**config.mk**
```make
export PLATFORM = sky130hd
export DESIGN_NAME = idt_cell
export DESIGN_NICKNAME = d
export VERILOG_FILES = /design/src/idt_pkg.sv /design/src/idt_cell.sv
export SDC_FILE = /design/constraint.sdc
export NUM_CORES = 1
export LEC_CHECK = 0
export BUFFER_PORTS_ARGS = -buffer_cell sky130_fd_sc_hd__buf_2
export CAP_MARGIN = 10
export CORE_AREA = 4 4 139 141
export DETAILED_ROUTE_END_ITERATION = 12
export DIE_AREA = 0 0 143 145
export SYNTH_ARGS = -nofsm -noshare
export SYNTH_HDL_FRONTEND = slang
export SYNTH_SLANG_ARGS = --single-unit
```
**constraint.sdc**
```tcl
create_clock -name clk_i -period 6.2 [get_ports clk_i]
set_input_delay 0.31 -clock clk_i [delete_from_list [all_inputs] [get_ports clk_i]]
set_output_delay 0.31 -clock clk_i [all_outputs]
set_load 0.005 [all_outputs]
```
**src/idt_pkg.sv**
```systemverilog
// ----------------------------------------------------------------------------
// idt_pkg
// Shared types and constants of the in-flight delivery tracker.
// ----------------------------------------------------------------------------
package idt_pkg;

  localparam int unsigned TABLE_DEPTH   = 32;
  localparam int unsigned CHAIN_SEG     = 8;
  localparam logic [31:0] TIMEOUT_RESET = 32'd1000;

  typedef enum logic [1:0] {
    OP_SEND    = 2'd0,
    OP_RESEND  = 2'd1,
    OP_ACK     = 2'd2,
    OP_TIMEOUT = 2'd3
  } op_e;

  typedef enum logic [2:0] {
    ST_STORED   = 3'd0,
    ST_FULL     = 3'd1,
    ST_ACK_HIT  = 3'd2,
    ST_ACK_MISS = 3'd3,
    ST_EXPIRED  = 3'd4,
    ST_NONE     = 3'd5
  } status_e;

  typedef enum logic [1:0] {
    S_IDLE,
    S_EVAL,
    S_SCAN
  } state_e;

  typedef struct packed {
    op_e         op;
    logic [31:0] seq_in;
    logic [31:0] now;
  } in_t;

  typedef struct packed {
    logic [31:0] seq_out;
    status_e     status;
    logic [5:0]  in_flight;
  } out_t;

  typedef struct packed {
    logic        valid;
    logic [31:0] seq;
    logic [31:0] disp;
  } entry_t;

  typedef struct packed {
    logic        found;
    logic [31:0] seq;
  } chain_t;

  typedef struct packed {
    logic        search_en;
    logic        is_ack;
    logic [31:0] key;
    logic [31:0] now;
    logic [31:0] timeout;
    logic        store_en;
    logic [31:0] store_seq;
    logic [31:0] store_disp;
    logic        remove_en;
  } cell_ctrl_t;

endpackage

```
**src/idt_cell.sv**
```systemverilog
// ----------------------------------------------------------------------------
// idt_cell
// One table slot: holds an entry, flags a match, passes the first-hit token
// and shifts down from its neighbor on removal.
// ----------------------------------------------------------------------------
module idt_cell (
  input  logic                clk_i,
  input  logic                rst_ni,
  input  idt_pkg::cell_ctrl_t ctrl_i,
  input  logic                prev_valid_i,
  input  idt_pkg::entry_t     next_i,
  input  idt_pkg::chain_t     chain_i,
  output idt_pkg::chain_t     chain_o,
  output idt_pkg::entry_t     entry_o
);
  import idt_pkg::*;

  logic        valid_q;
  logic [31:0] seq_q;
  logic [31:0] disp_q;
  logic        hit_q;
  logic        hit_d;
  logic [32:0] deadline;
  logic        expired;
  logic        found;
  logic        load_store;

  assign deadline = {1'b0, disp_q} + {1'b0, ctrl_i.timeout};
  assign expired  = deadline < {1'b0, ctrl_i.now};
  assign hit_d    = valid_q && (ctrl_i.is_ack ? (seq_q == ctrl_i.key) : expired);

  assign found         = chain_i.found | hit_q;
  assign chain_o.found = found;
  assign chain_o.seq   = chain_i.found ? chain_i.seq : seq_q;

  assign load_store = ctrl_i.store_en && !valid_q && prev_valid_i;

  assign entry_o.valid = valid_q;
  assign entry_o.seq   = seq_q;
  assign entry_o.disp  = disp_q;

  always_ff @(posedge clk_i or negedge rst_ni) begin
    if (!rst_ni) begin
      valid_q <= 1'b0;
      hit_q   <= 1'b0;
    end else begin
      if (ctrl_i.search_en) begin
        hit_q <= hit_d;
      end
      if (ctrl_i.remove_en && found) begin
        valid_q <= next_i.valid;
      end else if (load_store) begin
        valid_q <= 1'b1;
      end
    end
  end

  always_ff @(posedge clk_i) begin
    if (ctrl_i.remove_en && found) begin
      seq_q  <= next_i.seq;
      disp_q <= next_i.disp;
    end else if (load_store) begin
      seq_q  <= ctrl_i.store_seq;
      disp_q <= ctrl_i.store_disp;
    end
  end

endmodule

```
* Yosys cells after proc, flatten, opt, wreduce, memory -nomap -nowiden
Index checks and enable logic that the tools add are counted.
** Word-level totals
- Bits in registers :: 66
- Output and inout port bits :: 98
** Operators by class
- Add/sub/neg operators :: 1
- $lt $le $gt $ge :: 1
- Eq/ne operators :: 1
- Mux-type cells :: 8
- Bitwise operators :: 1
- Reduce and logical (&&, ||, !) cells :: 6
** Operators by type and width (number)
- $mux 32 :: 5
- $add 32x32->33 :: 1
- $lt 33x32->1 :: 1
- $eq 32x32->1 :: 1
- $logic_and 1x1->1 :: 4
- $mux 1 :: 3
- $reduce_bool 2->1 :: 1
- $logic_not 1->1 :: 1
- $or 1x1->1 :: 1

* Depth between registers and ports, before layout
Gate-level depths: netlist of the first run.
- Depth in word-level cells :: 5
- Depth in mapped cells :: 18
- Depth with buffers taken out :: 18

* Worst setup path before layout of the first run
OpenSTA, ideal clock, no wires.
- Path kind :: reg2reg
- From :: register valid_q
- To :: register valid_q
- Setup time :: 0.084 ns
- Arrival :: 5.500 ns
- Required time :: 6.116 ns
- Slack :: 0.617 ns
- Cell stages (with the launch flop) :: 3
- Period minus slack after synthesis :: 5.583 ns
- Cell sequence :: dfrtp_1 > o21ai_0 > o22a_1
** Between the ends
- Cells in the longest elaborated chain, start to end :: 4
** RTL lines
- from (decl) :: RTL line idt_cell.sv:18 : logic valid_q;
- from (signal assigned) :: RTL line idt_cell.sv:51 : valid_q <= next_i.valid;
- $logic_not 1->1 :: RTL line idt_cell.sv:36 : assign load_store = ctrl_i.store_en && !valid_q && prev_valid_i;
- $logic_and 1x1->1 (2 in series) :: RTL line idt_cell.sv:36
- $reduce_bool 2->1 (no source line)
Every way passes these cells.
A chain may end at the register's enable or synchronous reset.

* Final worst setup path of the first run
- From :: register disp_q[1]
- To :: register hit_q
** Between the ends
- Cells in the longest elaborated chain, start to end :: 4
** RTL lines
- from (decl) :: RTL line idt_cell.sv:20 : logic [31:0] disp_q;
- from (signal assigned) :: RTL line idt_cell.sv:61 : disp_q <= next_i.disp;
- from (signal assigned) :: RTL line idt_cell.sv:64 : disp_q <= ctrl_i.store_disp;
- $add 32x32->33 :: RTL line idt_cell.sv:28 : assign deadline = {1'b0, disp_q} + {1'b0, ctrl_i.timeout};
- $lt 33x32->1 :: RTL line idt_cell.sv:29 : assign expired = deadline < {1'b0, ctrl_i.now};
- $mux 1 :: RTL line idt_cell.sv:30 : assign hit_d = valid_q && (ctrl_i.is_ack ? (seq_q == ctrl_i.key) : expired);
- $logic_and 1x1->1 :: RTL line idt_cell.sv:30
- to (signal assigned) :: RTL line idt_cell.sv:48 : hit_q <= hit_d;
- to (decl) :: RTL line idt_cell.sv:21 : logic hit_q;
Every way passes these cells.

==> metrics, run 1 <==
Placer Congestion 0.885; Max Clock Freq 0.247 GHz; slew at the pin with the worst max-slew slack 0.968 ns; switching share of power 0.332; Reg2Reg Depth 17; register-to-register setup slack 2.16 ns; minimum clock period 4.04 ns; Place WS 2.22 ns; TritonRoute pass-1 iters 4; slowest CP cell edfxtp_1; clock tree buffer depth 2; setup TNS 0 ns; Seq cells post-synth 66; PortBufs 362; CTS buffer count 9; core area 0.0180 mm2; Min-Delay Path Depth 2; drc violations 0; chip height 145 um; Fillers 1754; post-synthesis async set-or-reset flop share 0.0303; Core Util, Final 0.461; Initial DRC Count 296; Flop pwr share 0.308; combinational power share 0.400; Global Route Usage Sum 0.206; Nets 1254; Synthesized Nets 893; synthesized area 0.00587 mm2; vias 5662; Synth top area share 0.328; Worst Path Required 6.47 ns; Max-Cap Viols 0; pins over their slew limit 0; initial antenna violation count 3; CTS tree done; via/cell ratio 4.88; crit path capture type flip-flop; post-CTS setup buffers 0; Leakage 0.00396 uW; setup slack after layout 2.16 ns; final wirelength 22100 um; Setup crit start kind flip-flop; fin crit share 0.652; ranking of synthesized cells by area edfxtp_1 (33%), mux2_2 (18%), ha_1 (13%); post-synthesis cell type count 56; largest area contributor in the netlist edfxtp_1; RSZ-0062 raised after global routing false; number of synthesis warnings 0; largest net degree at the start of global routing 67; vias in the first global route 5857; most common flop cell mapped by yosys edfxtp_1; Cell Chain, Critical Path ha_1 > a21oi_1 > o21ai_1 > a21oi_1 > a211oi_2 > o31ai_1 > a21bo_1 > nor2b_1 > xnor2_1 > ha_1 > and3_1 > a221o_1 > a21oi_1 > a211oi_1 > o31a_1 > o21ai_1 > a21o_1; Fin. Hold Viols 0; worst hold path type primary input to flip-flop; CTS resizes 0; CTS H-Tree Depth 3; max_slew headroom 0.355; first-pass GRT wire length 32600 um; EDFF count, synth 64; Starting Density 0.327; sequential area share after synthesis 0.336; CP most frequent cell a21oi_1; die area 0.0207 mm2; placement row count 49; Post-Synthesis Cells 564; endpoints failing setup 0; CP arrival 4.32 ns; switching power of the nets 681 uW; Die X 143 um; ANT nets after route 0; IO Pins 363; outcome complete, no violations; HPWL Detailed 18700 um; largest stage delay on the critical path 0.42 ns; syn avg cell area 10.4 um2; clk slew on worst S/H paths 0.06 ns; Final Skew 0.0112 ns; Clock Power Share 0.292; synthesis-to-finish area growth 41.0%; Clock Sinks 66; peak supply drop 0.134 mV; wire per inst 19.0 um; cell area power density 248 mW/mm2; Setup CP Type flip-flop to flip-flop; Internal 1370 uW; gr ovfl total 0; crit path max fanout 4; later-pin clock latency in the skew report 0.34 ns; share of cells above drive strength 1 0.518; Root Driver clkbuf_16; WHS 0.218 ns
## what timing repair did
item,in CTS,in global routing
hold endpoints to repair,2,0
hold buffers,1,0
setup endpoints to repair,0,0
## synth_stat cells, drive strengths merged, types with 4 or more instances
library cell	instances
xor2	10
a21o	11
xnor2	48
nand2	29
edfxtp	64
and3	4
nand3	13
clkbuf	6
o21a	5
o21ai	25
ha	63
nor2	22
inv	51
mux2	96
a21oi	34
buf	8
a21boi	4
nor2b	7
a211oi	6
nand4	14
a31oi	4
## final cells by class
| type | instances | area (um2) | area share |
|---|---|---|---|
| repair buffers | 364 | 1830 | 0.221 |
| well taps | 229 | 287 | 0.0346 |
| multi-input cells | 433 | 3660 | 0.442 |
| diodes | 2 | 5.00 | 0.000605 |
| clock inverters | 5 | 103 | 0.0124 |
| inverters | 51 | 191 | 0.0231 |
| clock buffers | 11 | 233 | 0.0281 |
| flip-flops and latches | 66 | 1970 | 0.238 |
## per-stage QoR
stage | area (um2) | std cells | total power [uW]
2_1_floorplan | 5870 | 564 | 1150
3_3_place_gp | 7930 | 1142 | 1450
3_5_place_dp | 7930 | 1142 | 1460
4_1_cts | 8270 | 1159 | 2060
5_1_grt | 8280 | 1161 | 2180
6_report | 8280 | 1161 | 2050
## cell families after synthesis
group | synth area share
flops | 0.336
buf+inv | 0.0441
compound gates | 0.121
simple gates | 0.0900
mux | 0.184
fa+ha+maj | 0.138
xor+xnor | 0.0866
## sequential cells by signal, indices dropped and copies added (netlist names)
name and cells:
seq_q 32, hit_q 1, valid_q 1, disp_q 32
## power by group through the flow
stage               logic [uW]  clock network [uW]  registers, uW
floorplan                  516                   0            634
global route               917                 629            638
finish                     820                 599            631
CTS                        826                 605            632
detailed placement         820                   0            640
global placement           815                   0            639
## per-layer routing
metal | track usage | vias up | wire length, um
met1 | 0.237 | 2596 | 8650
met2 | 0.370 | 224 | 11400
li1 | - | 2801 | -
met3 | 0.0484 | 39 | 1400
met4 | 0.0741 | 2 | 638
met5 | 0 | - | 8
## worst paths after layout
check	from	endpoint
min in group asynchronous	rst_ni	hit_q
max reg2reg	disp_q[1]	hit_q
max in group asynchronous	rst_ni	valid_q
min reg2reg	valid_q	valid_q
min	next_i[64]	valid_q
max	disp_q[1]	hit_q
## cells in the final DEF (no fill, tap or decap), drive strengths merged, types with 3 or more instances in the layout
cell type,netlist,routed
nor4,3,3
nand3,13,13
ha,63,63
o21a,5,5
buf,8,363
inv,51,51
o31ai,3,3
o21ai,25,25
and3,4,4
a31oi,4,4
bufinv,0,3
xnor2,48,48
nor3,3,3
nand2b,3,3
nand2,29,29
xor2,10,10
nor2b,7,7
a211oi,6,6
a21oi,34,34
edfxtp,64,64
nor2,22,22
a21boi,4,4
a21o,11,11
nand4,14,14
clkbuf,6,11
mux2,96,96
## critical path, delay by kind of cell (launching register included)
family	cells	cell delay (ns)
AO/OA/AOI/OAI	12	2.52
XOR/XNOR	1	0.14
adder cells (fa/ha/maj)	2	0.55
AND/OR/NAND/NOR	2	0.35
flip-flops	1	0.42
Note: power is estimated with default switching activity, not from simulation.
==> inputs of run 2 (changes only) <==
ABC_AREA = 1   (was default)
CORE_AREA = 4 4 140 142   (was 4 4 139 141)
DIE_AREA = 0 0 144 146   (was 0 0 143 145)
PLACE_DENSITY = 0.67   (was default)
clock period = 3.4 ns   (was 6.2 ns; I/O delays follow)
==> run 2 against run 1 <==
Effect of this change: highest routed layer unchanged; cell count grew 24%; global-route usage grew 0.77 points; core utilization grew 0.37 points; sequential power grew 74%; via count grew 20%; design area grew 3.6%; critical endpoint unchanged; wire length grew 5.4%.
==> metrics, run 2 <==
EDFF count, synth 64 (unchanged); switching power of the nets 1250 uW (was 681 uW); Fin. Hold Viols 0 (unchanged); crit path capture type flip-flop (unchanged); Nets 1532 (was 1254); Placer Congestion 0.967 (was 0.885); register-to-register setup slack 0.16 ns (was 2.16 ns); Seq cells post-synth 66 (unchanged); total power 3400 uW (was 2050 uW); critical path's top delay family compound AO/OA/AOI/OAI gates (unchanged); Post-Synthesis Cells 843 (was 564); vias 6769 (was 5662); CP bufs+invs 1 (was 0); later-pin clock latency in the skew report 0.33 ns (was 0.34 ns); ANT nets after route 0 (unchanged); synthesis-to-finish area growth 38.9% (was 41.0%); chip height 146 um (was 145 um); placement row count 50 (was 49); fin crit share 0.952 (was 0.652); IO Pins 363 (unchanged); setup TNS 0 ns (unchanged); top post-synthesis cells by count nand2_1 (367), inv_1 (72), edfxtp_1 (64) (was mux2_2 (96), edfxtp_1 (64), ha_1 (63)); cell area power density 396 mW/mm2 (was 248 mW/mm2); largest stage delay on the critical path 0.43 ns (was 0.42 ns); Starting Density 0.334 (was 0.327); largest registers disp_q (32), seq_q (32) (unchanged); CTS H-Tree Depth 3 (unchanged); CTS tree done (unchanged); CP most frequent cell nand2_1 (was a21oi_1); Die X 144 um (was 143 um); Synthesized Nets 1172 (was 893); Setup CP Type flip-flop to flip-flop (unchanged); Setup crit start kind flip-flop (unchanged); pins over their slew limit 0 (unchanged); commonest non-fill, non-tap cell in the layout nand2_1 (was buf_2); Max-Cap Viols 0 (unchanged); RSZ-0062 raised after global routing true (was false); TritonRoute pass-1 iters 5 (was 4); sequential area share after synthesis 0.320 (was 0.336); dpl cells 1421 (was 1142); gr ovfl total 0 (unchanged); vias in the first global route 6706 (was 5857); multi-input logic area 0.00387 mm2 (was 0.00366 mm2); Initial DRC Count 282 (was 296); HPWL Detailed 19500 um (was 18700 um); final wirelength 23300 um (was 22100 um); PortBufs 362 (unchanged); max_slew headroom 0.413 (was 0.355); Max Clock Freq 0.309 GHz (was 0.247 GHz); first-pass GRT wire length 35000 um (was 32600 um); post-synthesis async set-or-reset flop share 0.0303 (unchanged); peak supply drop 0.231 mV (was 0.134 mV); switching share of power 0.369 (was 0.332); synthesized area 0.00617 mm2 (was 0.00587 mm2); clock tree buffer depth 2 (unchanged); Cell Area, Placed 0.00822 mm2 (was 0.00793 mm2); Fillers 1902 (was 1754); die area 0.0210 mm2 (was 0.0207 mm2); Flop pwr share 0.324 (was 0.308); wire per inst 16.1 um (was 19.0 um); via/cell ratio 4.68 (was 4.88); slowest CP cell edfxtp_1 (unchanged); CTS buffer count 9 (unchanged); largest net degree at the start of global routing 66 (was 67); clk slew on worst S/H paths 0.06 ns (about the same); core area 0.0185 mm2 (was 0.0180 mm2); Place WS 0.0170 ns (was 2.22 ns); Worst Path Required 3.62 ns (was 6.47 ns); post-synthesis cell type count 47 (was 56); drc violations 0 (unchanged); combinational power share 0.431 (was 0.400); endpoints failing setup 0 (unchanged); initial antenna violation count 4 (was 3); fin cells 1445 (was 1161); largest area contributor in the netlist edfxtp_1 (unchanged); Global Route Usage Sum 0.214 (was 0.206); most common flop cell mapped by yosys edfxtp_1 (unchanged); slew at the pin with the worst max-slew slack 0.881 ns (was 0.968 ns); sequential cell area 0.00197 mm2 (unchanged); Synth top area share 0.312 (was 0.328); CP arrival 3.46 ns (was 4.32 ns); worst hold path type primary input to flip-flop (unchanged); setup slack after layout 0.163 ns (was 2.16 ns); minimum clock period 3.24 ns (was 4.04 ns); Clock Power Share 0.245 (was 0.292); Post-Layout Inst Area 0.00857 mm2 (was 0.00828 mm2); Leakage 0.00461 uW (was 0.00396 uW); Cell Chain, Critical Path ha_4 > a21oi_1 > nand2_1 > a21boi_4 > buf_4 > o21ai_2 > a21oi_2 > o21bai_2 > a21oi_2 > xnor2_1 > ha_1 > nand3_1 > a31oi_1 > nor2_1 > nand2_1 > nand2_1 > nand2_1 > nand2_1 > nand2_1 > nand2_1 > nand2_2 > nand2_1 > nand2_1 > nand2_1 (was ha_1 > a21oi_1 > o21ai_1 > a21oi_1 > a211oi_2 > o31ai_1 > a21bo_1 > nor2b_1 > xnor2_1 > ha_1 > and3_1 > a221o_1 > a21oi_1 > a211oi_1 > o31a_1 > o21ai_1 > a21o_1); syn avg cell area 7.32 um2 (was 10.4 um2); top-count cell post-synth nand2_1 (was mux2_2); Final Skew 0.00821 ns (was 0.0112 ns); ranking of synthesized cells by area edfxtp_1 (31%), nand2_1 (22%), ha_1 (13%) (was edfxtp_1 (33%), mux2_2 (18%), ha_1 (13%)); most frequent cells in the layout nand2_1 (364), buf_2 (362), inv_1 (69) (was buf_2 (362), mux2_2 (96), edfxtp_1 (64)); Internal 2140 uW (was 1370 uW); number of synthesis warnings 0 (unchanged); outcome complete, no violations (unchanged); Root Driver clkbuf_16 (unchanged); Clock Sinks 66 (unchanged); share of cells above drive strength 1 0.364 (was 0.518); crit path max fanout 4 (unchanged)
-- run 2: cell count changes after synthesis, moves of 9 or more --
cell      change
o21ai_0       +9
nor2_1       +15
a21o_1       -10
xnor2_1      -18
mux2_2       -96
clkbuf_1      +9
inv_1        +21
a21oi_1      +12
xor2_1       +10
nand2_1     +338
-- run 2: path summary, 6_finish.rpt --
check                           start         to  cells past startpoint
min in group asynchronous      rst_ni      hit_q                      2
max in group asynchronous      rst_ni    valid_q                      2
setup / recovery            disp_q[2]      hit_q                     24
hold / removal             next_i[47]  seq_q[15]                      3
hold reg to reg               valid_q    valid_q                      2
setup reg to reg            disp_q[2]      hit_q                     24
-- run 2: through the flow --
step,utilization,hold slack (ns)
2_1_floorplan,-,-0.126
3_3_place_gp,0.445,-0.0387
3_5_place_dp,0.445,-0.0387
4_1_cts,0.460,0.0859
5_1_grt,0.464,0.0876
6_report,0.464,0.0994
-- run 2: final cells by class --
| class | count | area share |
|---|---|---|
| multi-input combinational | 679 | 0.452 |
| sequential | 66 | 0.230 |
| timing repair buffer | 372 | 0.220 |
| tap | 234 | 0.0342 |
| inverter | 75 | 0.0328 |
| clock buffer | 12 | 0.0276 |
| clock inverter | 4 | 0.00234 |
| antenna | 3 | 0.000876 |
-- run 2: timing repair --
action	CTS	global route
setup buffers	0	4
resized for setup	0	11
setup endpoints to repair	0	1
hold buffers	1	0
endpoints found under the hold margin	2	0
-- run 2: metal layers --
layer  up-vias  track usage  share of wire
met2       273        0.392           0.53
li1       3475            -              -
met1      2976        0.236           0.37
met5         -            0        0.00060
met3        43       0.0506          0.069
met4         2       0.0815          0.032
-- run 2: worst register-to-register path, stage by stage, from the launching register on --
cell	delay, ns
edfxtp_1	0.43
ha_4	0.26
a21oi_1	0.17
nand2_1	0.14
a21boi_4	0.22
buf_4	0.14
o21ai_2	0.08
a21oi_2	0.19
o21bai_2	0.10
a21oi_2	0.15
xnor2_1	0.11
ha_1	0.29
nand3_1	0.09
a31oi_1	0.16
nor2_1	0.06
nand2_1	0.07
nand2_1	0.05
nand2_1	0.05
nand2_1	0.05
nand2_1	0.05
nand2_1	0.06
nand2_2	0.07
nand2_1	0.05
nand2_1	0.05
nand2_1	0.05
-- run 2: power by group through the flow --
stage | sequential [uW] | clock [uW] | combinational (uW)
global placement | 1110 | 0 | 1410
finish | 1100 | 831 | 1470
detailed placement | 1110 | 0 | 1440
CTS | 1100 | 855 | 1440
floorplan | 1100 | 0 | 903
global route | 1110 | 897 | 1660
-- run 2: kinds of logic after synthesis --
logic type      synth area share
compound gates             0.120
xor+xnor                  0.0710
fa+ha+maj                  0.131
buf+inv                   0.0615
flops                      0.320
simple gates               0.296
